File: config.mk
export PLATFORM = sky130hd
export DESIGN_NAME = sitda_queue
export DESIGN_NICKNAME = d
export VERILOG_FILES = /design/src/hw/rtl/sitda_pkg.sv /design/src/hw/rtl/sitda_queue.sv
export SDC_FILE = /design/constraint.sdc
export NUM_CORES = 1
export LEC_CHECK = 0
export ABC_AREA = 1
export CELL_PAD_IN_SITES_DETAIL_PLACEMENT = 1
export CELL_PAD_IN_SITES_GLOBAL_PLACEMENT = 1
export CORE_UTILIZATION = 56
export DETAILED_ROUTE_END_ITERATION = 7
export DONT_BUFFER_PORTS = 1
export GPL_TIMING_DRIVEN = 0
export PLACE_DENSITY = 0.9
export SYNTH_ARGS = -nofsm -noshare
export SYNTH_HDL_FRONTEND = slang
export SYNTH_SLANG_ARGS = --single-unit
File: constraint.sdc
create_clock -name clk -period 5.5 [get_ports clk]
set_input_delay 0.55 -clock clk [delete_from_list [all_inputs] [get_ports clk]]
set_output_delay 0.55 -clock clk [all_outputs]
set_load 0.02 [all_outputs]
File: src/hw/rtl/sitda_pkg.sv
`timescale 1ns / 1ps
`default_nettype none
package sitda_pkg;

  localparam int ValueW    = 32;
  localparam int DigitW    = 4;
  localparam int CharW     = 8;
  localparam int MaxDigits = 10;
  localparam int CntW      = 4;
  localparam int QDepth    = 2;
  localparam int QPtrW     = 1;
  localparam int QCntW     = 2;

  localparam logic [CharW-1:0]  AsciiZero  = 8'd48;
  localparam logic [CharW-1:0]  AsciiMinus = 8'd45;
  // floor(x * Recip10 / 2**Recip10Shift) equals x / 10 for every 32-bit x.
  localparam logic [ValueW-1:0] Recip10      = 32'hCCCC_CCCD;
  localparam int                Recip10Shift = 35;

  typedef logic [ValueW-1:0] mag_t;
  typedef logic [DigitW-1:0] digit_t;
  typedef logic [CharW-1:0]  char_t;
  typedef logic [CntW-1:0]   cnt_t;

  typedef struct packed {
    logic neg;
    mag_t mag;
  } req_t;

  typedef enum logic [1:0] {
    B_IDLE,
    B_DIV,
    B_EMIT
  } back_state_t;

endpackage
`default_nettype wire

File: src/hw/rtl/sitda_queue.sv
`timescale 1ns / 1ps
`default_nettype none
module sitda_queue import sitda_pkg::*; (
  input  wire logic clk,
  input  wire logic rst_n,
  input  wire logic push_valid,
  output      logic push_ready,
  input  wire req_t push_req,
  output      logic pop_valid,
  input  wire logic pop_ready,
  output      req_t pop_req
);

  req_t             mem [QDepth];
  logic [QPtrW-1:0] wr_ptr_r, wr_ptr_nxt;
  logic [QPtrW-1:0] rd_ptr_r, rd_ptr_nxt;
  logic [QCntW-1:0] count_r, count_nxt;
  logic             push, pop;

  assign push_ready = (count_r != QCntW'(QDepth));
  assign pop_valid  = (count_r != '0);
  assign push       = push_valid && push_ready;
  assign pop        = pop_valid && pop_ready;
  assign pop_req    = mem[rd_ptr_r];

  always_comb begin
    wr_ptr_nxt = push ? wr_ptr_r + QPtrW'(1) : wr_ptr_r;
    rd_ptr_nxt = pop ? rd_ptr_r + QPtrW'(1) : rd_ptr_r;
    count_nxt  = count_r;
    if (push && !pop) begin
      count_nxt = count_r + QCntW'(1);
    end else if (pop && !push) begin
      count_nxt = count_r - QCntW'(1);
    end
  end

  always_ff @(posedge clk) begin
    if (!rst_n) begin
      wr_ptr_r <= '0;
      rd_ptr_r <= '0;
      count_r  <= '0;
    end else begin
      wr_ptr_r <= wr_ptr_nxt;
      rd_ptr_r <= rd_ptr_nxt;
      count_r  <= count_nxt;
    end
  end

  always_ff @(posedge clk) begin
    if (push) begin
      mem[wr_ptr_r] <= push_req;
    end
  end

endmodule
`default_nettype wire

==> results of run 1 <==
## placed cells by master, fill, tap and decap left out
cell | netlist | routed
a21oi_1 | 1 | 1
buf_12 | 3 | 3
buf_6 | 1 | 1
clkbuf_1 | 0 | 3
clkbuf_8 | 0 | 10
clkinv_2 | 0 | 2
dfxtp_1 | 5 | 5
edfxtp_1 | 66 | 66
ha_1 | 1 | 1
inv_1 | 8 | 8
mux2_2 | 3 | 3
mux2_4 | 30 | 30
nand2_1 | 9 | 9
nand3_1 | 1 | 1
nand4_1 | 1 | 1
nor2_1 | 8 | 6
nor2_4 | 0 | 2
o21a_1 | 1 | 1
o21ai_0 | 2 | 2
## worst max-delay path by stage
stage | startpoint | endpoint | slack, ps | depth (start not counted)
2_1_floorplan | count_r[0]$_SDFFE_PN0P_ | mem[0][0]$_DFFE_PP_ | 2950 | 4
3_3_place_gp | count_r[0]$_SDFFE_PN0P_ | mem[1][16]$_DFFE_PP_ | 2380 | 4
3_5_place_dp | count_r[0]$_SDFFE_PN0P_ | mem[1][16]$_DFFE_PP_ | 3430 | 4
4_1_cts | count_r[0]$_SDFFE_PN0P_ | mem[0][29]$_DFFE_PP_ | 3410 | 4
5_1_grt | count_r[0]$_SDFFE_PN0P_ | mem[1][24]$_DFFE_PP_ | 3350 | 4
6_report | count_r[0]$_SDFFE_PN0P_ | mem[1][24]$_DFFE_PP_ | 3440 | 4
## state kept, by name (all words and copies together), names as in the netlist, named ones only
register	flops
count_r	2
mem	66
rd_ptr_r	1
wr_ptr_r	1
## worst max-delay path: cells and delay by family (launching register included)
family	cells	cell delay, ps
buffers and inverters	1	100
AND/OR/NAND/NOR	3	1210
flip-flops	1	350
## routing by layer
metal / share of wire, % / vias to the layer above / wire length (µm) / GRT usage, %
li1: - / 540 / - / -
met1: 33 / 606 / 1450 / 15.1
met2: 59 / 39 / 2610 / 36.6
met3: 5.4 / 10 / 237 / 5.14
met4: 2.1 / 0 / 93 / 11.1
met5: 0 / - / 0 / 0
## cell families after synthesis
group	after synthesis	synth area share, %
adder cells (fa/ha/maj)	1	0.450
multiplexers	33	17.4
flip-flops	71	75.0
buffers and inverters	12	3.65
AO/OA/AOI/OAI	4	0.811
AND/OR/NAND/NOR	19	2.70
## layout make-up
class	instances	area share [%]
plain buffers	4	2.35
clock inverters	2	0.330
clock buffers	13	4.91
multi-input cells	57	20.1
well taps	67	2.76
inverters	8	0.989
flip-flops and latches	71	68.6
## report_power, final
| group | leakage (nW) | switching [mW] | internal (mW) |
|---|---|---|---|
| Combinational | 0.348 | 0.248 | 0.163 |
| Clock | 0.0833 | 0.166 | 0.172 |
| Sequential | 0.657 | 0.0277 | 0.686 |
| Total | 1.09 | 0.441 | 1.02 |
## through the flow
| step | setup slack, ps | cells | instance area [µm²] | hold WS [ps] |
|---|---|---|---|---|
| 4_1_cts | 3410 | 222 | 3040 | 298 |
| 2_1_floorplan | 2950 | 140 | 2780 | 467 |
| 3_5_place_dp | 3430 | 207 | 2880 | 504 |
| 5_1_grt | 3350 | 222 | 3040 | 291 |
| 3_3_place_gp | 2380 | 207 | 2860 | 480 |
| 6_report | 3440 | 222 | 3040 | 313 |
==> results.ini, run 1 <==
[run_status]
status=finished, final reports clean

[timing]
setup_tns_ps=0
rsz0062_at_grt=false
slew_violations=0
setup_viol=0
hold_violations=0
period_minus_slack_ps=2060
fin_worst_skew_ps=7.18
worst_pin_slew_ps=958
relSlewSlack_pct=36.0
timing.final.crit_share_pct=37.4
fmax_ghz=0.487

[cells_and_area]
antenna_cells=0
multi_input_area_um2=609
area_growth_pct=9.28
fillers=424
postLayoutCoreUtil_pct=63.8
final_net_count=189
drive_gt1_share_pct=32.9
seqCellArea_um2=2080

[floorplan]
design.core.area_um2=4750
die_h_um=72.4
start_util_pct=58.4
dieWidth_um=72.4
rows=25
io_pins=72
die_area_um2=5250

[min_path]
min_path_cells=0
hold_start=push_req[23]
hold_end=mem[0][23]$_DFFE_PP_
hold_class=in -> reg

[logic_synthesis]
syn_area_um2=2780
synth_area_leader_cell=edfxtp_1
ys_ff_latch=71
postSynthCellCount=140
synth_top_area_share_pct=71.4
synth_cell_types=15
synth_area_per_cell_um2=19.8
synthTopCellsByCount=66 x edfxtp_1, 30 x mux2_4, 9 x nand2_1, 8 x inv_1, 8 x nor2_1
synth_edf_count=66
ys_seq_area_share_pct=75.0
synthArstFlopShare_pct=0
synth.most_common_cell=edfxtp_1
dominantRegCellSynth=edfxtp_1
yosys_warnings=0
synthesis.nets=178
synth_area_leaders=edfxtp_1 71%, mux2_4 16%, dfxtp_1 3.6%

[power]
ir_drop_uv=230
finalPower_mw=1.46
p_leak_nw=1.09
power_density_nw_per_um2=482

[clock_network]
postCtsResizedCells=0
cts-hold-fix-buffers=0
cts_buffer_depth=2
cts_tree=yes
cts_max_level=3
post_cts_buffers=0
clkLatencyLatePin_ps=330
cts_root_buf=clkbuf_8
cts_buffers=9
path_clk_slew_ps=70
cts_sinks=71

[worst_setup_path]
startpoint_type=flop
crit_top_cell=nand2_1
endpoint_kind=flop
r2r_start=count_r[0]$_SDFFE_PN0P_
r2r_slack_ps=3440
crit_chain=inv_1, nand2_1, nand2_1, nor2_4
cp.arrival_ps=2000
cp_data_required_time_ps=5450
cpMaxStageDelayCell=nor2_4
crit_fanout=33
worst_r2r_endpoint=mem[1][24]$_DFFE_PP_
critPathKind=reg -> reg
reg2regPathDepth=4
cpPeakStageDelay_ps=780

[route]
vias=1195
routed_wl_um=4390
drt_first_pass_iters=4
drtIter0Drc=50
final_antenna_net_count=0
viasPerCell=5.38
drc_errors=0
avgRoutedWirePerCell_um=19.8

[global_routing]
grt_overflow_total=0
grt_max_degree=34
grt_pass1_vias=1319
antenna_found_initial=0
grt_pass1_wl_um=6490
grtUsageTotal_pct=18.2

[flow_run]
cap_violations=0

[placed_design]
place.port_buffers=0
gp_congestion=0.651

Note: power is estimated with default switching activity, not from simulation.
==> run 2, diff against run 1 <==
--- a/config.mk
+++ b/config.mk
@@ -8,11 +8,11 @@
 export ABC_AREA = 1
 export CELL_PAD_IN_SITES_DETAIL_PLACEMENT = 1
 export CELL_PAD_IN_SITES_GLOBAL_PLACEMENT = 1
-export CORE_UTILIZATION = 56
+export CORE_UTILIZATION = 47
 export DETAILED_ROUTE_END_ITERATION = 7
 export DONT_BUFFER_PORTS = 1
 export GPL_TIMING_DRIVEN = 0
-export PLACE_DENSITY = 0.9
+export PLACE_DENSITY = 0.81
 export SYNTH_ARGS = -nofsm -noshare
 export SYNTH_HDL_FRONTEND = slang
 export SYNTH_SLANG_ARGS = --single-unit
==> constraint.sdc (replaced) <==
create_clock -name clk -period 1.85 [get_ports clk]
set_input_delay 0.185 -clock clk [delete_from_list [all_inputs] [get_ports clk]]
set_output_delay 0.185 -clock clk [all_outputs]
set_load 0.02 [all_outputs]
==> run 2 against run 1 <==
Cell count grew 18%. Clock skew grew 2.2 ps. Worst hold slack lost 170 ps. Via count grew 8.8%. Count of clock-buffer cells in the layout shrank 2. Die area grew 19%. Critical path depth is the same. First-iteration DRC count shrank 22%. Clock power grew to 2.9 times the previous value. Critical endpoint is now mem[1][16]$_DFFE_PP_.
==> results.ini, run 2 (synthesis results as in run 1) <==
[floorplan]
dieWidth_um=78.9
design.core.area_um2=5610
die_h_um=78.9
die_area_um2=6220
io_pins=72
start_util_pct=49.5
rows=27

[cells_and_area]
layout_common_cells=66 x edfxtp_1, 34 x dlygate4sd3_1, 30 x mux2_4
finalNonFillerCells=262
drive_gt1_share_pct=28.9
area_growth_pct=22.4
final_area_um2=3400
antenna_cells=0
largest_registers=mem (66), count_r (2)
largest_reg_flops=66
final_net_count=223
final_common_cell=edfxtp_1
regMostFlops=mem

[clock_network]
cts_buffers=9
cts_root_buf=clkbuf_8
cts_buffer_depth=2
cts_tree=yes
cts_max_level=3
post_cts_buffers=0
cts_sinks=71
path_clk_slew_ps=70
clkLatencyLatePin_ps=330

[route]
met1_length_um=1780
dr_wl_met2_um=2600
drtIter0Drc=39
dr.max_layer_used=met4
vias=1300
avgRoutedWirePerCell_um=17.8
routed_wl_um=4660
viasPerCell=4.96
wl_met3_um=169
drt_first_pass_iters=2
drc_errors=0
final_antenna_net_count=0

[timing]
setup_tns_ps=0
worst_pin_slew_ps=952
fin_worst_skew_ps=9.35
timing.final.crit_share_pct=93.8
period_minus_slack_ps=1730
relSlewSlack_pct=36.4
rsz0062_at_grt=true
slew_violations=0
setup_viol=0
postLayoutSetupSlackWorst_ps=116
fmax_ghz=0.577
hold_violations=0

[placed_design]
place.port_buffers=0
place_area_um2=2880
dp_cells=212
gp_congestion=0.616
post-place-ws_ps=-215
hpwl_um=2960

[power]
p_sw_mw=1.37
finalPower_mw=4.43
power_density_nw_per_um2=1300
clkPwrFrac_pct=22.2
pwr-share-seq_pct=48.1
ir_drop_uv=817
combPwrFrac_pct=29.7
p_leak_nw=1.23
p_int_mw=3.06
sw_frac_of_total_pct=30.9

[global_routing]
grt_max_degree=34
grt_overflow_total=0
grt_pass1_vias=1427
antenna_found_initial=0
grtUsageTotal_pct=16.3
grt_pass1_wl_um=7070

[worst_setup_path]
crit_end=mem[1][16]$_DFFE_PP_
crit_path_start=count_r[0]$_SDFFE_PN0P_
worst_r2r_endpoint=mem[1][16]$_DFFE_PP_
endpoint_kind=flop
reg2regPathDepth=4
r2r_start=count_r[0]$_SDFFE_PN0P_
cp.arrival_ps=1690
r2r_slack_ps=120
cp_data_required_time_ps=1800
startpoint_type=flop
crit_fanout=33
critPathKind=reg -> reg

[min_path]
hold_class=in -> reg

[flow_run]
cap_violations=0

[run_status]
status=finished, final reports clean

## run 2: cell type report
cell class | count | area [µm²]
fillers | 503 | 2210
flip-flops and latches | 71 | 2090
multi-input cells | 57 | 624
repair buffers | 34 | 340
clock buffers | 11 | 131
well taps | 72 | 90.1
plain buffers | 4 | 71.3
inverters | 8 | 32.5
clock inverters | 5 | 25.0
## run 2: metrics by stage
step	hold slack, ps	util (%)
2_1_floorplan	284	-
3_3_place_gp	284	51.2
3_5_place_dp	284	51.4
4_1_cts	177	60.4
5_1_grt	160	60.6
6_report	145	60.6
## run 2: worst max-delay path, cell delays in order (launching register included)
cell     delay, ps
dfxtp_4        360
inv_4           50
nand2_4         90
nand2_4         90
nor2_4         750
## run 2: routing by layer
layer	vias to the layer above	GRT usage [%]
met1	628	17.0
met2	44	29.7
met4	0	9.82
met3	11	3.68
met5	-	0
li1	617	-
## run 2: worst min-delay path by stage
stage	depth (start not counted)	endpoint	from
after global placement	0	mem[0][30]$_DFFE_PP_	push_req[30]
after detailed placement	0	mem[1][30]$_DFFE_PP_	push_req[30]
after floorplan	0	mem[0][0]$_DFFE_PP_	push_req[0]
after global routing	3	wr_ptr_r$_SDFFE_PN0P_	push_valid
after CTS	3	flop	pop_ready
final	3	wr_ptr_r$_SDFFE_PN0P_	push_valid
## run 2: power groups by stage
| stage | Sequential, mW | Combinational [mW] | Clock (mW) |
|---|---|---|---|
| 2_1_floorplan | 2.12 | 1.08 | 0 |
| 3_3_place_gp | 2.13 | 1.18 | 0 |
| 3_5_place_dp | 2.16 | 1.22 | 0 |
| 4_1_cts | 2.13 | 1.31 | 1.02 |
| 5_1_grt | 2.15 | 1.41 | 1.05 |
| 6_report | 2.13 | 1.32 | 0.982 |
## run 2: repair_timing
item / in CTS / in global routing
pin swaps: 0 / 1
endpoints found under the setup margin: 66 / 66
resized for setup: 4 / 4
hold endpoints to repair: 71 / 0
hold buffers: 34 / 0
==> run 3, diff against run 2 <==
--- a/config.mk
+++ b/config.mk
@@ -6,9 +6,7 @@
 export NUM_CORES = 1
 export LEC_CHECK = 0
 export ABC_AREA = 1
-export CELL_PAD_IN_SITES_DETAIL_PLACEMENT = 1
-export CELL_PAD_IN_SITES_GLOBAL_PLACEMENT = 1
-export CORE_UTILIZATION = 47
+export CORE_UTILIZATION = 56
 export DETAILED_ROUTE_END_ITERATION = 7
 export DONT_BUFFER_PORTS = 1
 export GPL_TIMING_DRIVEN = 0
==> run 3 against run 2 <==
Routed wire length is 4.6% lower. Fmax is 0.15% higher. Die area is 16% lower. Clock skew is 2.5 ps lower. Worst hold slack better by 0.73 ps. Via count is 1.5% higher. Cell count is 1.9% lower. Sequential share of layout area is 0.32 points lower. Flip-flop and latch count stayed put. Count of clock-buffer cells in the layout is 4 higher. Register-to-register slack hardly changed. Utilization is 11 points higher. Largest cell class unchanged.
==> results.ini, run 3 (synthesis results as in run 1) <==
[run_status]
status=finished, final reports clean

[placed_design]
post-place-ws_ps=-189
hpwl_um=2810
gp_congestion=0.641
place.port_buffers=0
dp_cells=207

[route]
vias=1319
final_antenna_net_count=0
wl_met3_um=208
drc_errors=0
routed_wl_um=4450
drt_first_pass_iters=3
viasPerCell=5.13
dr_wl_met2_um=2530
dr.max_layer_used=met4
avgRoutedWirePerCell_um=17.3
met1_length_um=1610
drtIter0Drc=100

[global_routing]
grt_pass1_wl_um=6650
grtUsageTotal_pct=18.2
grt_pass1_vias=1430
antenna_found_initial=0
grt_max_degree=34
grt_overflow_total=0

[floorplan]
start_util_pct=58.4
rows=25
die_h_um=72.4
design.core.area_um2=4750
io_pins=72
die_area_um2=5250
dieWidth_um=72.4

[worst_setup_path]
endpoint_kind=flop
r2r_slack_ps=120
r2r_start=count_r[0]$_SDFFE_PN0P_
cpMaxStageDelayCell=nor2_4
critical_path.top_delay_family=simple AND/OR/NAND/NOR gates
startpoint_type=flop
worst-path-buf-inv=1
reg2regPathDepth=4
worst_r2r_endpoint=mem[0][4]$_DFFE_PP_
cp.arrival_ps=1680
crit_top_cell=nand2_4
crit_chain=inv_2, nand2_4, nand2_4, nor2_4
critPathKind=reg -> reg
cpPeakStageDelay_ps=710
crit_fanout=33
cp_data_required_time_ps=1800

[cells_and_area]
antenna_cells=0
largest_reg_flops=66
fillers=309
drive_gt1_share_pct=29.5
area_growth_pct=22.9
final_common_cell=edfxtp_1
final_net_count=223
layout_common_cells=66 x edfxtp_1, 34 x dlygate4sd3_1, 30 x mux2_4
regMostFlops=mem
largest_registers=mem (66), count_r (2)
finalNonFillerCells=257

[min_path]
hold_end=wr_ptr_r$_SDFFE_PN0P_
hold_start=push_valid
hold_class=in -> reg
min_path_cells=3

[timing]
period_minus_slack_ps=1730
timing.final.crit_share_pct=93.6
setup_viol=0
worst_pin_slew_ps=934
hold_ws_ps=146
fin_worst_skew_ps=6.82
fmax_ghz=0.577
relSlewSlack_pct=37.6
rsz0062_at_grt=false
hold_violations=0
postLayoutSetupSlackWorst_ps=118
slew_violations=0

[power]
finalPower_mw=4.52
ir_drop_uv=782
power_density_nw_per_um2=1320
p_leak_nw=1.25

[flow_run]
cap_violations=0

[clock_network]
cts_sinks=71
cts_root_buf=clkbuf_8
path_clk_slew_ps=60
post_cts_buffers=0
clkLatencyLatePin_ps=320
cts_buffer_depth=2
cts_max_level=3
cts_tree=yes
cts_buffers=9

==> run 3: power breakdown <==
group	switching, mW	internal, mW
registers	0.0868	2.04
logic	0.763	0.542
clock network	0.497	0.597
total	1.35	3.18
==> run 3: worst register-to-register path, delay by kind of cell, from the launching register on <==
kind | cells | cell delay [ps]
AND/OR/NAND/NOR | 3 | 910
flip-flops | 1 | 350
buffers and inverters | 1 | 70
==> run 3: worst max path at each step <==
stage / from / to / slack [ps] / depth (start not counted)
after floorplan: count_r[0]$_SDFFE_PN0P_ / mem[0][0]$_DFFE_PP_ / -170 / 4
final: count_r[0]$_SDFFE_PN0P_ / mem[0][4]$_DFFE_PP_ / 120 / 4
after CTS: count_r[0]$_SDFFE_PN0P_ / mem[0][12]$_DFFE_PP_ / 20 / 4
after global placement: count_r[0]$_SDFFE_PN0P_ / mem[0][30]$_DFFE_PP_ / -530 / 4
after global routing: count_r[0]$_SDFFE_PN0P_ / mem[1][12]$_DFFE_PP_ / 20 / 4
after detailed placement: count_r[0]$_SDFFE_PN0P_ / mem[0][27]$_DFFE_PP_ / -190 / 4
==> run 3: layout make-up <==
type / count / area [µm²] / area share [%]
sequential: 71 / 2080 / 61.0
multi-input combinational: 57 / 624 / 18.3
timing repair buffer: 34 / 340 / 9.97
clock buffer: 15 / 176 / 5.17
tap: 67 / 83.8 / 2.46
buffer: 4 / 71.3 / 2.09
inverter: 8 / 30.0 / 0.879
clock inverter: 1 / 5.00 / 0.147
==> run 3: what timing repair did <==
item                                   CTS  global route
gates resized for setup                  4             2
endpoints found under the hold margin   71             0
hold buffers                            34             0
setup endpoints to repair               66            66
==> run 3: per-stage QoR <==
step	utilization, %	TNS [ps]	cell area [µm²]
after floorplan	-	-11340	2780
after global placement	60.3	-34710	2870
after detailed placement	60.5	-12320	2880
after CTS	71.7	0	3410
after global routing	71.8	0	3410
final	71.8	0	3410
==> run 3: metal layers <==
layer  global-route usage [%]  vias to the layer above
met3                     5.00                       11
met1                     17.4                      652
met2                     33.3                       42
met4                     13.1                        0
met5                        0                        -
li1                         -                      614
