`src/hw/rtl/sitda_pkg.sv`:
```
`timescale 1ns / 1ps
`default_nettype none
package sitda_pkg;

  localparam int ValueW    = 32;
  localparam int DigitW    = 4;
  localparam int CharW     = 8;
  localparam int MaxDigits = 10;
  localparam int CntW      = 4;
  localparam int QDepth    = 2;
  localparam int QPtrW     = 1;
  localparam int QCntW     = 2;

  localparam logic [CharW-1:0]  AsciiZero  = 8'd48;
  localparam logic [CharW-1:0]  AsciiMinus = 8'd45;
  // floor(x * Recip10 / 2**Recip10Shift) equals x / 10 for every 32-bit x.
  localparam logic [ValueW-1:0] Recip10      = 32'hCCCC_CCCD;
  localparam int                Recip10Shift = 35;

  typedef logic [ValueW-1:0] mag_t;
  typedef logic [DigitW-1:0] digit_t;
  typedef logic [CharW-1:0]  char_t;
  typedef logic [CntW-1:0]   cnt_t;

  typedef struct packed {
    logic neg;
    mag_t mag;
  } req_t;

  typedef enum logic [1:0] {
    B_IDLE,
    B_DIV,
    B_EMIT
  } back_state_t;

endpackage
`default_nettype wire

```
`src/hw/rtl/sitda_if.sv`:
```
`timescale 1ns / 1ps
`default_nettype none
interface sitda_in_if import sitda_pkg::*; ();
  logic                     valid;
  logic                     ready;
  logic signed [ValueW-1:0] value;

  modport source (output valid, output value, input ready);
  modport sink (input valid, input value, output ready);
endinterface

`default_nettype wire

```
`src/hw/rtl/sitda_front.sv`:
```
`timescale 1ns / 1ps
`default_nettype none
module sitda_front import sitda_pkg::*; (
  input  wire logic        clk,
  input  wire logic        rst_n,
  sitda_in_if.sink         in_chan,
  output      logic        push_valid,
  input  wire logic        push_ready,
  output      req_t        push_req
);

  logic front_valid_r, front_valid_nxt;
  req_t front_req_r, front_req_nxt;
  logic accept;
  mag_t raw;

  assign in_chan.ready = !front_valid_r || push_ready;
  assign accept        = in_chan.valid && in_chan.ready;
  assign raw           = mag_t'(in_chan.value);

  always_comb begin
    front_valid_nxt = front_valid_r;
    front_req_nxt   = front_req_r;
    if (accept) begin
      front_valid_nxt   = 1'b1;
      front_req_nxt.neg = raw[ValueW-1];
      // The magnitude is unsigned, so the most negative value stays exact.
      front_req_nxt.mag = raw[ValueW-1] ? (~raw + mag_t'(1)) : raw;
    end else if (push_ready) begin
      front_valid_nxt = 1'b0;
    end
  end

  always_ff @(posedge clk) begin
    if (!rst_n) begin
      front_valid_r <= 1'b0;
    end else begin
      front_valid_r <= front_valid_nxt;
    end
  end

  always_ff @(posedge clk) begin
    front_req_r <= front_req_nxt;
  end

  assign push_valid = front_valid_r;
  assign push_req   = front_req_r;

endmodule
`default_nettype wire

```
`src/flat_wrapper.sv`:
```
// flat-port wrapper written by rule: the top's interface ports become plain ports
module sitda_front_flat import sitda_pkg::*;
  (clk, rst_n, push_valid, push_ready, push_req, in_chan_valid, in_chan_value, in_chan_ready);
  sitda_in_if in_chan_i ();
  input  wire logic clk;
  input  wire logic rst_n;
  output      logic push_valid;
  input  wire logic push_ready;
  output      req_t push_req;
  input wire logic [$bits(in_chan_i.valid)-1:0] in_chan_valid;
  input wire logic [$bits(in_chan_i.value)-1:0] in_chan_value;
  output wire logic [$bits(in_chan_i.ready)-1:0] in_chan_ready;
  assign in_chan_i.valid = in_chan_valid;
  assign in_chan_i.value = in_chan_value;
  assign in_chan_ready = in_chan_i.ready;
  sitda_front u_core (.clk(clk), .rst_n(rst_n), .in_chan(in_chan_i), .push_valid(push_valid), .push_ready(push_ready), .push_req(push_req));
endmodule
```
`config.mk`:
```
export PLATFORM = sky130hd
export DESIGN_NAME = sitda_front_flat
export DESIGN_NICKNAME = d
export VERILOG_FILES = /design/src/hw/rtl/sitda_pkg.sv /design/src/hw/rtl/sitda_if.sv /design/src/hw/rtl/sitda_front.sv /design/src/flat_wrapper.sv
export SDC_FILE = /design/constraint.sdc
export NUM_CORES = 1
export LEC_CHECK = 0
export BUFFER_PORTS_ARGS = -buffer_cell sky130_fd_sc_hd__buf_2
export CORE_UTILIZATION = 52
export DETAILED_ROUTE_END_ITERATION = 10
export PLACE_DENSITY = 0.84
export SETUP_SLACK_MARGIN = 0.02
export SKIP_CTS_REPAIR_TIMING = 1
export SYNTH_ARGS = -nofsm -noshare
export SYNTH_HDL_FRONTEND = slang
export SYNTH_SLANG_ARGS = --single-unit
```
`constraint.sdc`:
```
create_clock -name clk -period 4.2 [get_ports clk]
set_input_delay 0.42 -clock clk [delete_from_list [all_inputs] [get_ports clk]]
set_output_delay 0.42 -clock clk [all_outputs]
set_load 0.01 [all_outputs]
```
==> results.txt, run 1 <==
Critical R2R Launch -> u_core.push_valid
total wire length -> 3812 um
Lkg Pwr -> 0.0008431 uW
Routed Antenna Nets -> 0
Post-Place Worst Slack -> 1920 ps
CP startpoint -> in_chan_value[5]
row cnt -> 21
DRT Pass-1 Iters -> 4
Setup Skew -> 10.04 ps
Starting Density -> 0.5454
status -> finished clean
I/O pin cnt -> 71
clk slew on worst S/H paths -> 90 ps
Hold Path Cell Cnt -> 1
critical path class -> input port to flip-flop
initial antenna violation count -> 0
remaining global-route overflow -> 0
first-pass GRT wire length -> 6016 um
Antenna diodes -> 0
worst slew pin tran -> 696.3 ps
Fin. Hold Viols -> 0
pin count of the biggest net entering global routing -> 34
share of cells above drive strength 1 -> 0.4272
GP Congestion -> 0.8364
setup total negative slack -> 0 ps
flop-to-flop setup slack -> 2520 ps
Worst path slowest cell -> o41ai_1
unrepaired setup endpoints after global routing -> no
Post-Synth Adder-Cell Area -> 0.01364
critical path buffer and inverter count -> 1
Area Growth Syn to Fin -> 24.15%
Synth Area in Compound Gates -> 0.1453
TritonCTS clock tree -> yes
Util after Layout -> 0.6771
number of max-cap violations -> 0
H-tree levels -> 2
Via Count -> 1371
vias in the first global route -> 1304
Slew Limit Headroom -> 0.5358
Synth Register Bits -> 34
Largest stage delay, worst path -> 540 ps
critical-path maximum fanout -> 12
Syn Nets -> 176
Synth Area in Simple Gates -> 0.1269
CORE AREA -> 0.003363 mm^2
Crit. path cell count -> 5
max frequency -> 526.1 MHz
Post-Place Cells -> 251
worst path required time -> 4280 ps
nature of the critical path endpoint -> flip-flop
post-synthesis cell area -> 0.001834 mm^2
post-route minimum period -> 1901 ps
main combinational cell family by area after synthesis -> compound AO/OA/AOI/OAI gates
Worst EP arrival -> 1980 ps
Final HPWL DP -> 2963 um
HP Class -> input port to flip-flop
cts bufs inserted -> 5
sequential-to-total area share from yosys stat -> 0.5512
Vias per Instance -> 5.293
drt drc -> 0
Syn Area/Cell -> 13.29 um^2
Clock Sink Count -> 34
mux contribution to synthesized area -> 0
CP top delay family -> simple AND/OR/NAND/NOR gates
Reg-to-Reg End -> u_core.push_req[4]
final critical-path setup slack -> 2299 ps
Worst Setup EP -> u_core.push_req[25]
drt wl/cell -> 14.72 um
Iter 0 DRT Violations -> 34
worst vdd ir -> 0.1608 mV
xor and xnor area share after synthesis -> 0.1385
Post-Syn Instances -> 138
Final period util -> 0.4526
count of pins over their slew limit -> 0
Root Buffer -> clkbuf_4
full die area -> 0.003769 mm^2
GRT Total Usage -> 0.2251
Reg2Reg Depth -> 3
clock latency on the worst-skew pair -> 340 ps
cells along the critical path -> buf_2 -> nor4_4 -> nand3_2 -> o41ai_1 -> xnor2_1
Die Ht -> 61.39 um
Layout fillers -> 276
Netlist cell types -> 30
Nets -> 250
Syn. warnings -> 0
die extent in x -> 61.39 um
# port buffers -> 70
Startpoint Class -> input port
P per Cell Area -> 317.6 mW/mm^2
Layout Cells excl Fill -> 259
final setup fails -> 0
clk buf depth -> 2
hold slack final -> 300.4 ps
logic make-up after synthesis:
family | after synthesis
XOR/XNOR | 29
AO/OA/AOI/OAI | 28
adder cells (fa/ha/maj) | 2
AND/OR/NAND/NOR | 35
buffers and inverters | 10
flip-flops | 34
metrics by stage:
| step | power, uW | instance area (um^2) |
|---|---|---|
| final | 723.3 | 2277 |
| after global routing | 757.7 | 2277 |
| after CTS | 729.2 | 2277 |
| after detailed placement | 558.9 | 2227 |
| after global placement | 551.7 | 2227 |
| after floorplan | 493.1 | 1834 |
layout make-up:
type | count | area [um^2] | area share
clock buffer | 6 | 41.29 | 0.01813
clock inverter | 2 | 8.758 | 0.003846
inverter | 6 | 22.52 | 0.009890
multi-input combinational | 94 | 778.2 | 0.3418
sequential | 34 | 1011 | 0.4440
tap | 46 | 57.56 | 0.02527
timing repair buffer | 71 | 357.8 | 0.1571
metal layers:
metal | vias to the layer above | global-route usage | share of wire
met2 | 55 | 0.3727 | 0.50
li1 | 683 | - | -
met1 | 625 | 0.2683 | 0.42
met3 | 8 | 0.06933 | 0.063
met4 | 0 | 0.1079 | 0.019
met5 | - | 0 | 0
cells in the mapped netlist:
cell | count | area (um^2)
nand4b_1 | 2 | 17.52
nor4_1 | 2 | 12.51
ha_1 | 2 | 25.02
inv_1 | 6 | 22.52
nor3_1 | 1 | 5.000
dfxtp_1 | 1 | 20.02
nand3_1 | 1 | 5.000
nand4_1 | 2 | 12.51
buf_1 | 2 | 7.510
o21ai_1 | 1 | 5.000
nand2_1 | 8 | 30.03
nor4_2 | 3 | 37.54
nor2_1 | 4 | 15.01
clkbuf_1 | 1 | 3.750
o41ai_1 | 5 | 43.79
o41ai_2 | 8 | 130.1
nand3_2 | 1 | 10.01
buf_6 | 1 | 11.26
o31ai_1 | 6 | 45.04
edfxtp_1 | 33 | 991.0
o21ai_0 | 7 | 35.03
or4_1 | 1 | 7.510
nor4_4 | 1 | 21.27
or2_2 | 1 | 6.260
nand3b_1 | 2 | 15.01
or3_1 | 2 | 12.51
nand2b_1 | 3 | 18.77
xnor2_1 | 29 | 254.0
a21boi_0 | 1 | 7.510
and2_1 | 1 | 6.260
flip-flops by register name, summed over array words and instances, names as in the netlist:
signal / count
u_core.push_req: 33
u_core.push_valid: 1
worst register-to-register path: cells and delay by family (launching register included):
family	cells	cell delay [ps]
buffers and inverters	1	390
flip-flops	1	320
AND/OR/NAND/NOR	2	660
power breakdown:
part           switching, uW  internal (uW)  total (uW)  leakage, uW
registers               6.93            407         414     0.000328
clock network            110           62.9         173    0.0000297
logic                   77.6           59.4         137     0.000485
total                    194            529         723     0.000843
layout by cell type (no fill, tap or decap), drive strengths merged:
cell type,Yosys,routed
buf,3,71
edfxtp,33,33
xnor2,29,29
o41ai,13,13
nand2,8,8
o21ai,8,8
inv,6,6
o31ai,6,6
clkbuf,1,6
nor4,6,6
nor2,4,4
nand2b,3,3
nand3b,2,2
nand4,2,2
or3,2,2
nand4b,2,2
ha,2,2
nand3,2,2
clkinv,0,2
and2,1,1
nor3,1,1
or2,1,1
or4,1,1
a21boi,1,1
dfxtp,1,1
worst min path at each step:
stage                 startpoint                 end  slack (ps)
2_1_floorplan   in_chan_value[0]  u_core.push_req[0]         520
3_3_place_gp   u_core.push_valid   u_core.push_valid         500
3_5_place_dp   u_core.push_valid   u_core.push_valid         510
4_1_cts         in_chan_value[0]  u_core.push_req[0]         280
5_1_grt         in_chan_value[0]  u_core.push_req[0]         270
6_report        in_chan_value[0]  u_core.push_req[0]         300
No activity file was read; power rests on OpenSTA's default activity.
==> run 2: changes to the inputs <==
Settings changed: CORE_UTILIZATION 52 to 48, PLACE_DENSITY 0.84 to 0.79.
Clock period 4.2 ns to 1.9 ns, I/O delays scaled along.
==> run 2 against run 1 <==
Compared with the run above:
- utilization shrank 3.3 points
- clock skew shrank 5.5 ps
- first-iteration DRC count grew 150%
- via count grew 2.5%
- critical path depth is the same
- clock-buffer cell count grew 1
- worst setup slack lost 2000 ps
- sequential power grew 120%
- register-to-register slack lost 1900 ps
- sequential cell count is the same
- global-route usage shrank 3.1 points
==> results.txt, run 2 (synthesis gave the netlist of run 1 again) <==
Lkg Pwr -> 0.0008877 uW (+5.3%)
# port buffers -> 70 (unchanged)
total wire length -> 3741 um (-1.9%)
Reg-to-Reg End -> u_core.push_req[28]
TritonCTS clock tree -> yes
initial antenna violation count -> 0 (unchanged)
Fin. Hold Viols -> 0 (unchanged)
P per Cell Area -> 743.2 mW/mm^2 (+130%)
Final period util -> 0.8623
final setup fails -> 0 (unchanged)
GP Congestion -> 0.8062 (-3.6%)
Via Count -> 1405 (+2.5%)
worst path required time -> 1920 ps (-2360 ps)
clk slew on worst S/H paths -> 60 ps (-30 ps)
Nets -> 255 (+2.0%)
CORE AREA -> 0.003661 mm^2 (+8.9%)
CP top delay family -> simple AND/OR/NAND/NOR gates
nature of the critical path endpoint -> flip-flop
most frequent cells in the layout -> buf_2, edfxtp_1, xnor2_1
worst slew pin tran -> 589.7 ps (-106.6 ps)
critical path buffer and inverter count -> 1 (unchanged)
Area Growth Syn to Fin -> 28.58%
clock latency on the worst-skew pair -> 280 ps (-60 ps)
DRT Pass-1 Iters -> 4 (unchanged)
Final HPWL DP -> 2853 um (-3.7%)
row cnt -> 22 (+4.8%)
Largest stage delay, worst path -> 500 ps (-40 ps)
clk buf depth -> 2 (unchanged)
CP startpoint -> in_chan_value[11]
share of cells above drive strength 1 -> 0.4450 (+0.01772)
worst vdd ir -> 0.4379 mV (+170%)
Post-Place Cells -> 258 (+2.8%)
pin count of the biggest net entering global routing -> 34 (unchanged)
Starting Density -> 0.5010 (-0.04436)
drt wl/cell -> 14.06 um (-4.4%)
post-route minimum period -> 1638 ps
critical path class -> input port to flip-flop
cts bufs inserted -> 5 (unchanged)
status -> finished clean
H-tree levels -> 2 (unchanged)
vias in the first global route -> 1263 (-3.1%)
Startpoint Class -> input port
Die Ht -> 63.82 um (+4.0%)
critical-path maximum fanout -> 12 (unchanged)
number of max-cap violations -> 0 (unchanged)
unrepaired setup endpoints after global routing -> no
Slew Limit Headroom -> 0.6069 (+0.07106)
Routed Antenna Nets -> 0 (unchanged)
Root Buffer -> clkbuf_8
cells along the critical path -> buf_2 -> nor4_2 -> nand3_2 -> o41ai_1 -> xnor2_1
max frequency -> 610.4 MHz
Iter 0 DRT Violations -> 84 (+150%)
Reg2Reg Depth -> 3 (unchanged)
most common cell after layout, fill and taps aside -> buf_2
worst min-delay path startpoint -> in_chan_value[0]
Setup Skew -> 4.575 ps (-5.463 ps)
setup total negative slack -> 0 ps (unchanged)
HP Class -> input port to flip-flop
GRT Total Usage -> 0.1937 (-0.03148)
Layout Cells excl Fill -> 266 (+2.7%)
Clock Sink Count -> 34 (unchanged)
Hold Path Cell Cnt -> 1 (unchanged)
drt drc -> 0 (unchanged)
count of pins over their slew limit -> 0 (unchanged)
first-pass GRT wire length -> 5968 um (-0.80%)
remaining global-route overflow -> 0 (unchanged)
Vias per Instance -> 5.282 (-0.22%)
max reg flops -> 33 (unchanged)
I/O pin cnt -> 71 (unchanged)
Antenna diodes -> 0 (unchanged)
WHS Endpoint -> u_core.push_req[0]
die extent in x -> 63.82 um (+4.0%)
Worst path slowest cell -> o41ai_1
full die area -> 0.004072 mm^2 (+8.1%)
Worst EP arrival -> 1660 ps (-320 ps)
Critical R2R Launch -> u_core.push_valid
flop-to-flop setup slack -> 650 ps (-1870 ps)
-- run 2: cell count changes in the layout (fill, tap and decap cells not counted), sizes merged --
| cell | previous run | this run |
|---|---|---|
| buf | 71 | 76 |
| clkbuf | 6 | 7 |
| clkinv | 2 | 1 |
-- run 2: metal layers --
| layer | GRT usage | part of all wire | wire length (um) |
|---|---|---|---|
| met2 | 0.3098 | 0.48 | 1800 |
| met5 | 0 | 0 | 0 |
| met1 | 0.2656 | 0.45 | 1679 |
| met4 | 0.06534 | 0.012 | 44 |
| met3 | 0.03393 | 0.058 | 217 |
-- run 2: metrics by stage --
step	instance area, um^2	setup WS (ps)	power [uW]	hold WS, ps	utilization
3_5_place_dp	2267	-44.14	1238	401.8	0.6193
4_1_cts	2359	263.3	1765	110.8	0.6442
3_3_place_gp	2267	84.48	1231	401.4	0.6193
5_1_grt	2359	169.3	1830	115.2	0.6442
2_1_floorplan	1834	182.6	1090	288.9	-
6_report	2359	261.7	1753	122.1	0.6442
-- run 2: worst max-delay path by stage --
stage	endpoint	slack, ps	depth (start not counted)
after detailed placement	u_core.push_req[26]	-40	5
final	u_core.push_req[26]	260	5
after global placement	u_core.push_req[25]	80	5
after global routing	u_core.push_req[26]	170	5
after floorplan	u_core.push_req[0]	180	2
after CTS	u_core.push_req[26]	260	5
-- run 2: worst register-to-register path, cell delays in order, from the launching register on --
cell      delay (ps)
dfxtp_1          310
nand2b_1          90
and2_1           130
buf_4            370
-- run 2: report_power, final --
group          internal, uW  total, uW  switching [uW]  leakage (uW)
logic                   136        306             170      0.000512
registers               900        915            14.9      0.000328
clock network           292        532             240     0.0000482
total                  1330       1750             425      0.000888
-- run 2: area by class of cell --
type	count	area, um^2
clock buffer	7	86.33
clock inverter	1	5.005
fill	288	1303
inverter	6	22.52
multi-input combinational	94	778.2
sequential	34	1011
tap	48	60.06
timing repair buffer	76	395.4
==> run 3: changes to the inputs <==
Settings changed: CELL_PAD_IN_SITES_DETAIL_PLACEMENT set to 1, CELL_PAD_IN_SITES_GLOBAL_PLACEMENT set to 1, CORE_UTILIZATION 48 to 38, CTS_CLUSTER_SIZE set to 28, PLACE_DENSITY 0.79 to 0.8.
==> run 3 against run 2 <==
Compared with the run above:
- critical path depth is 1 higher
- total power is 1.4% higher
- non-clock buffer count is 4 higher
- sequential cell count stayed put
- hold slack worse by 7.7 ps
- utilization is 11 points lower
- worst setup slack better by 87 ps
- combinational power is 2% higher
- clock-buffer cell count is 1 higher
- cell count is 3.0% higher
- die area is 25% higher
- clock skew is 1.1 ps higher
==> results.txt, run 3 (synthesis gave the netlist of run 1 again) <==
GRT busiest layer -> met2
Routed Antenna Nets -> 0 (unchanged)
Iter 0 DRT Violations -> 107 (+27%)
Lkg Pwr -> 0.0009016 uW (+1.6%)
row cnt -> 24 (+9.1%)
clk slew on worst S/H paths -> 70 ps (about the same)
GRT Total Usage -> 0.1854 (-0.008274)
critical path class -> input port to flip-flop
GR Util met2 -> 0.3143 (+0.004445)
Slew Limit Headroom -> 0.6077 (+0.0008180)
remaining global-route overflow -> 0 (unchanged)
setup total negative slack -> 0 ps (unchanged)
Critical R2R Launch -> u_core.push_valid
worst vdd ir -> 0.3765 mV (-14%)
vias in the first global route -> 1497 (+19%)
flop-to-flop setup slack -> 610 ps (-40 ps)
clk buf depth -> 2 (unchanged)
max frequency -> 644.8 MHz (+5.6%)
status -> finished clean
I/O pin cnt -> 71 (unchanged)
Nets -> 259 (+1.6%)
CP startpoint -> in_chan_value[11]
P per Cell Area -> 742.7 mW/mm^2 (about the same)
grt met3 use -> 0.03938 (+0.005453)
Worst EP arrival -> 1580 ps (-80 ps)
# port buffers -> 70 (unchanged)
Area Growth Syn to Fin -> 30.42%
drt drc -> 0 (unchanged)
cts bufs inserted -> 5 (unchanged)
Antenna diodes -> 0 (unchanged)
share of cells above drive strength 1 -> 0.4505 (+0.005496)
TritonCTS clock tree -> yes
worst slew pin tran -> 588.4 ps (-1.227 ps)
Clock Sink Count -> 34 (unchanged)
count of pins over their slew limit -> 0 (unchanged)
CORE AREA -> 0.004504 mm^2 (+23%)
drt wl/cell -> 15.91 um (+13%)
max reg flops -> 33 (unchanged)
HP Class -> input port to flip-flop
post-route cell area -> 0.002392 mm^2 (+1.4%)
Area after DPL -> 0.002302 mm^2 (+1.5%)
worst path required time -> 1930 ps (about the same)
nature of the critical path endpoint -> flip-flop
unrepaired setup endpoints after global routing -> no
Setup Skew -> 5.652 ps (+1.077 ps)
post-route minimum period -> 1551 ps (-87.37 ps)
Startpoint Class -> input port
GP Congestion -> 0.7911 (-1.9%)
Final period util -> 0.8163 (-0.04598)
H-tree levels -> 2 (unchanged)
pin count of the biggest net entering global routing -> 34 (unchanged)
full die area -> 0.005109 mm^2 (+25%)
Root Buffer -> clkbuf_8
DRT Pass-1 Iters -> 5 (+1)
worst min-delay path startpoint -> in_chan_value[0]
first-pass GRT wire length -> 7141 um (+20%)
Via Count -> 1436 (+2.2%)
number of max-cap violations -> 0 (unchanged)
Reg2Reg Depth -> 3 (unchanged)
die extent in x -> 71.48 um (+12%)
met1 Usage GRT -> 0.2304 (-0.03515)
Vias per Instance -> 5.241 (-0.78%)
clock latency on the worst-skew pair -> 290 ps (about the same)
Fin. Hold Viols -> 0 (unchanged)
most frequent cells in the layout -> buf_2, edfxtp_1, xnor2_1
total wire length -> 4359 um (+17%)
critical-path maximum fanout -> 4 (-8)
most common cell after layout, fill and taps aside -> buf_2
initial antenna violation count -> 0 (unchanged)
Final HPWL DP -> 3329 um (+17%)
final setup fails -> 0 (unchanged)
Die Ht -> 71.48 um (+12%)
Reg-to-Reg End -> u_core.push_req[30]
Worst Setup EP -> u_core.push_req[27]
Starting Density -> 0.4072 (-0.09380)
-- run 3: worst max-delay path, stage by stage --
cell	delay (ps)
buf_2	120
nor4_2	380
buf_4	180
nand4_1	180
o41ai_2	420
xnor2_1	100
-- run 3: per-stage QoR --
step	setup slack (ps)	utilization	cells	hold slack (ps)	total power [uW]
2_1_floorplan	182.6	-	138	288.9	1090
3_3_place_gp	79.35	0.5111	266	402.1	1235
3_5_place_dp	54.90	0.5111	266	410.2	1245
4_1_cts	363.0	0.5311	274	107.5	1795
5_1_grt	260.2	0.5311	274	105.7	1861
6_report	349.1	0.5311	274	114.4	1777
-- run 3: report_power, final --
part           internal [uW]  leakage (uW)  total [uW]  switching, uW
Sequential               900      0.000328         913           13.6
Clock                    295     0.0000455         551            255
Combinational            136      0.000528         313            177
Total                   1330      0.000902        1780            445
-- run 3: cell type report --
| class | instances | area [um^2] |
|---|---|---|
| clock buffer | 8 | 90.09 |
| fill | 516 | 2112 |
| inverter | 6 | 22.52 |
| multi-input combinational | 94 | 778.2 |
| sequential | 34 | 1011 |
| tap | 52 | 65.06 |
| timing repair buffer | 80 | 425.4 |
-- run 3: worst min-delay path by stage --
stage / endpoint / slack (ps) / depth (start not counted)
5_1_grt: u_core.push_req[0] / 110 / 1
2_1_floorplan: u_core.push_req[0] / 290 / 0
6_report: u_core.push_req[0] / 110 / 1
3_5_place_dp: u_core.push_req[0] / 410 / 1
4_1_cts: u_core.push_req[0] / 110 / 1
3_3_place_gp: u_core.push_req[0] / 400 / 1
-- run 3: layer usage --
metal  up-vias  wire (um)
li1        693          -
met1       697       1922
met2        41       2205
met3         5        151
met4         0         79
met5         -          0
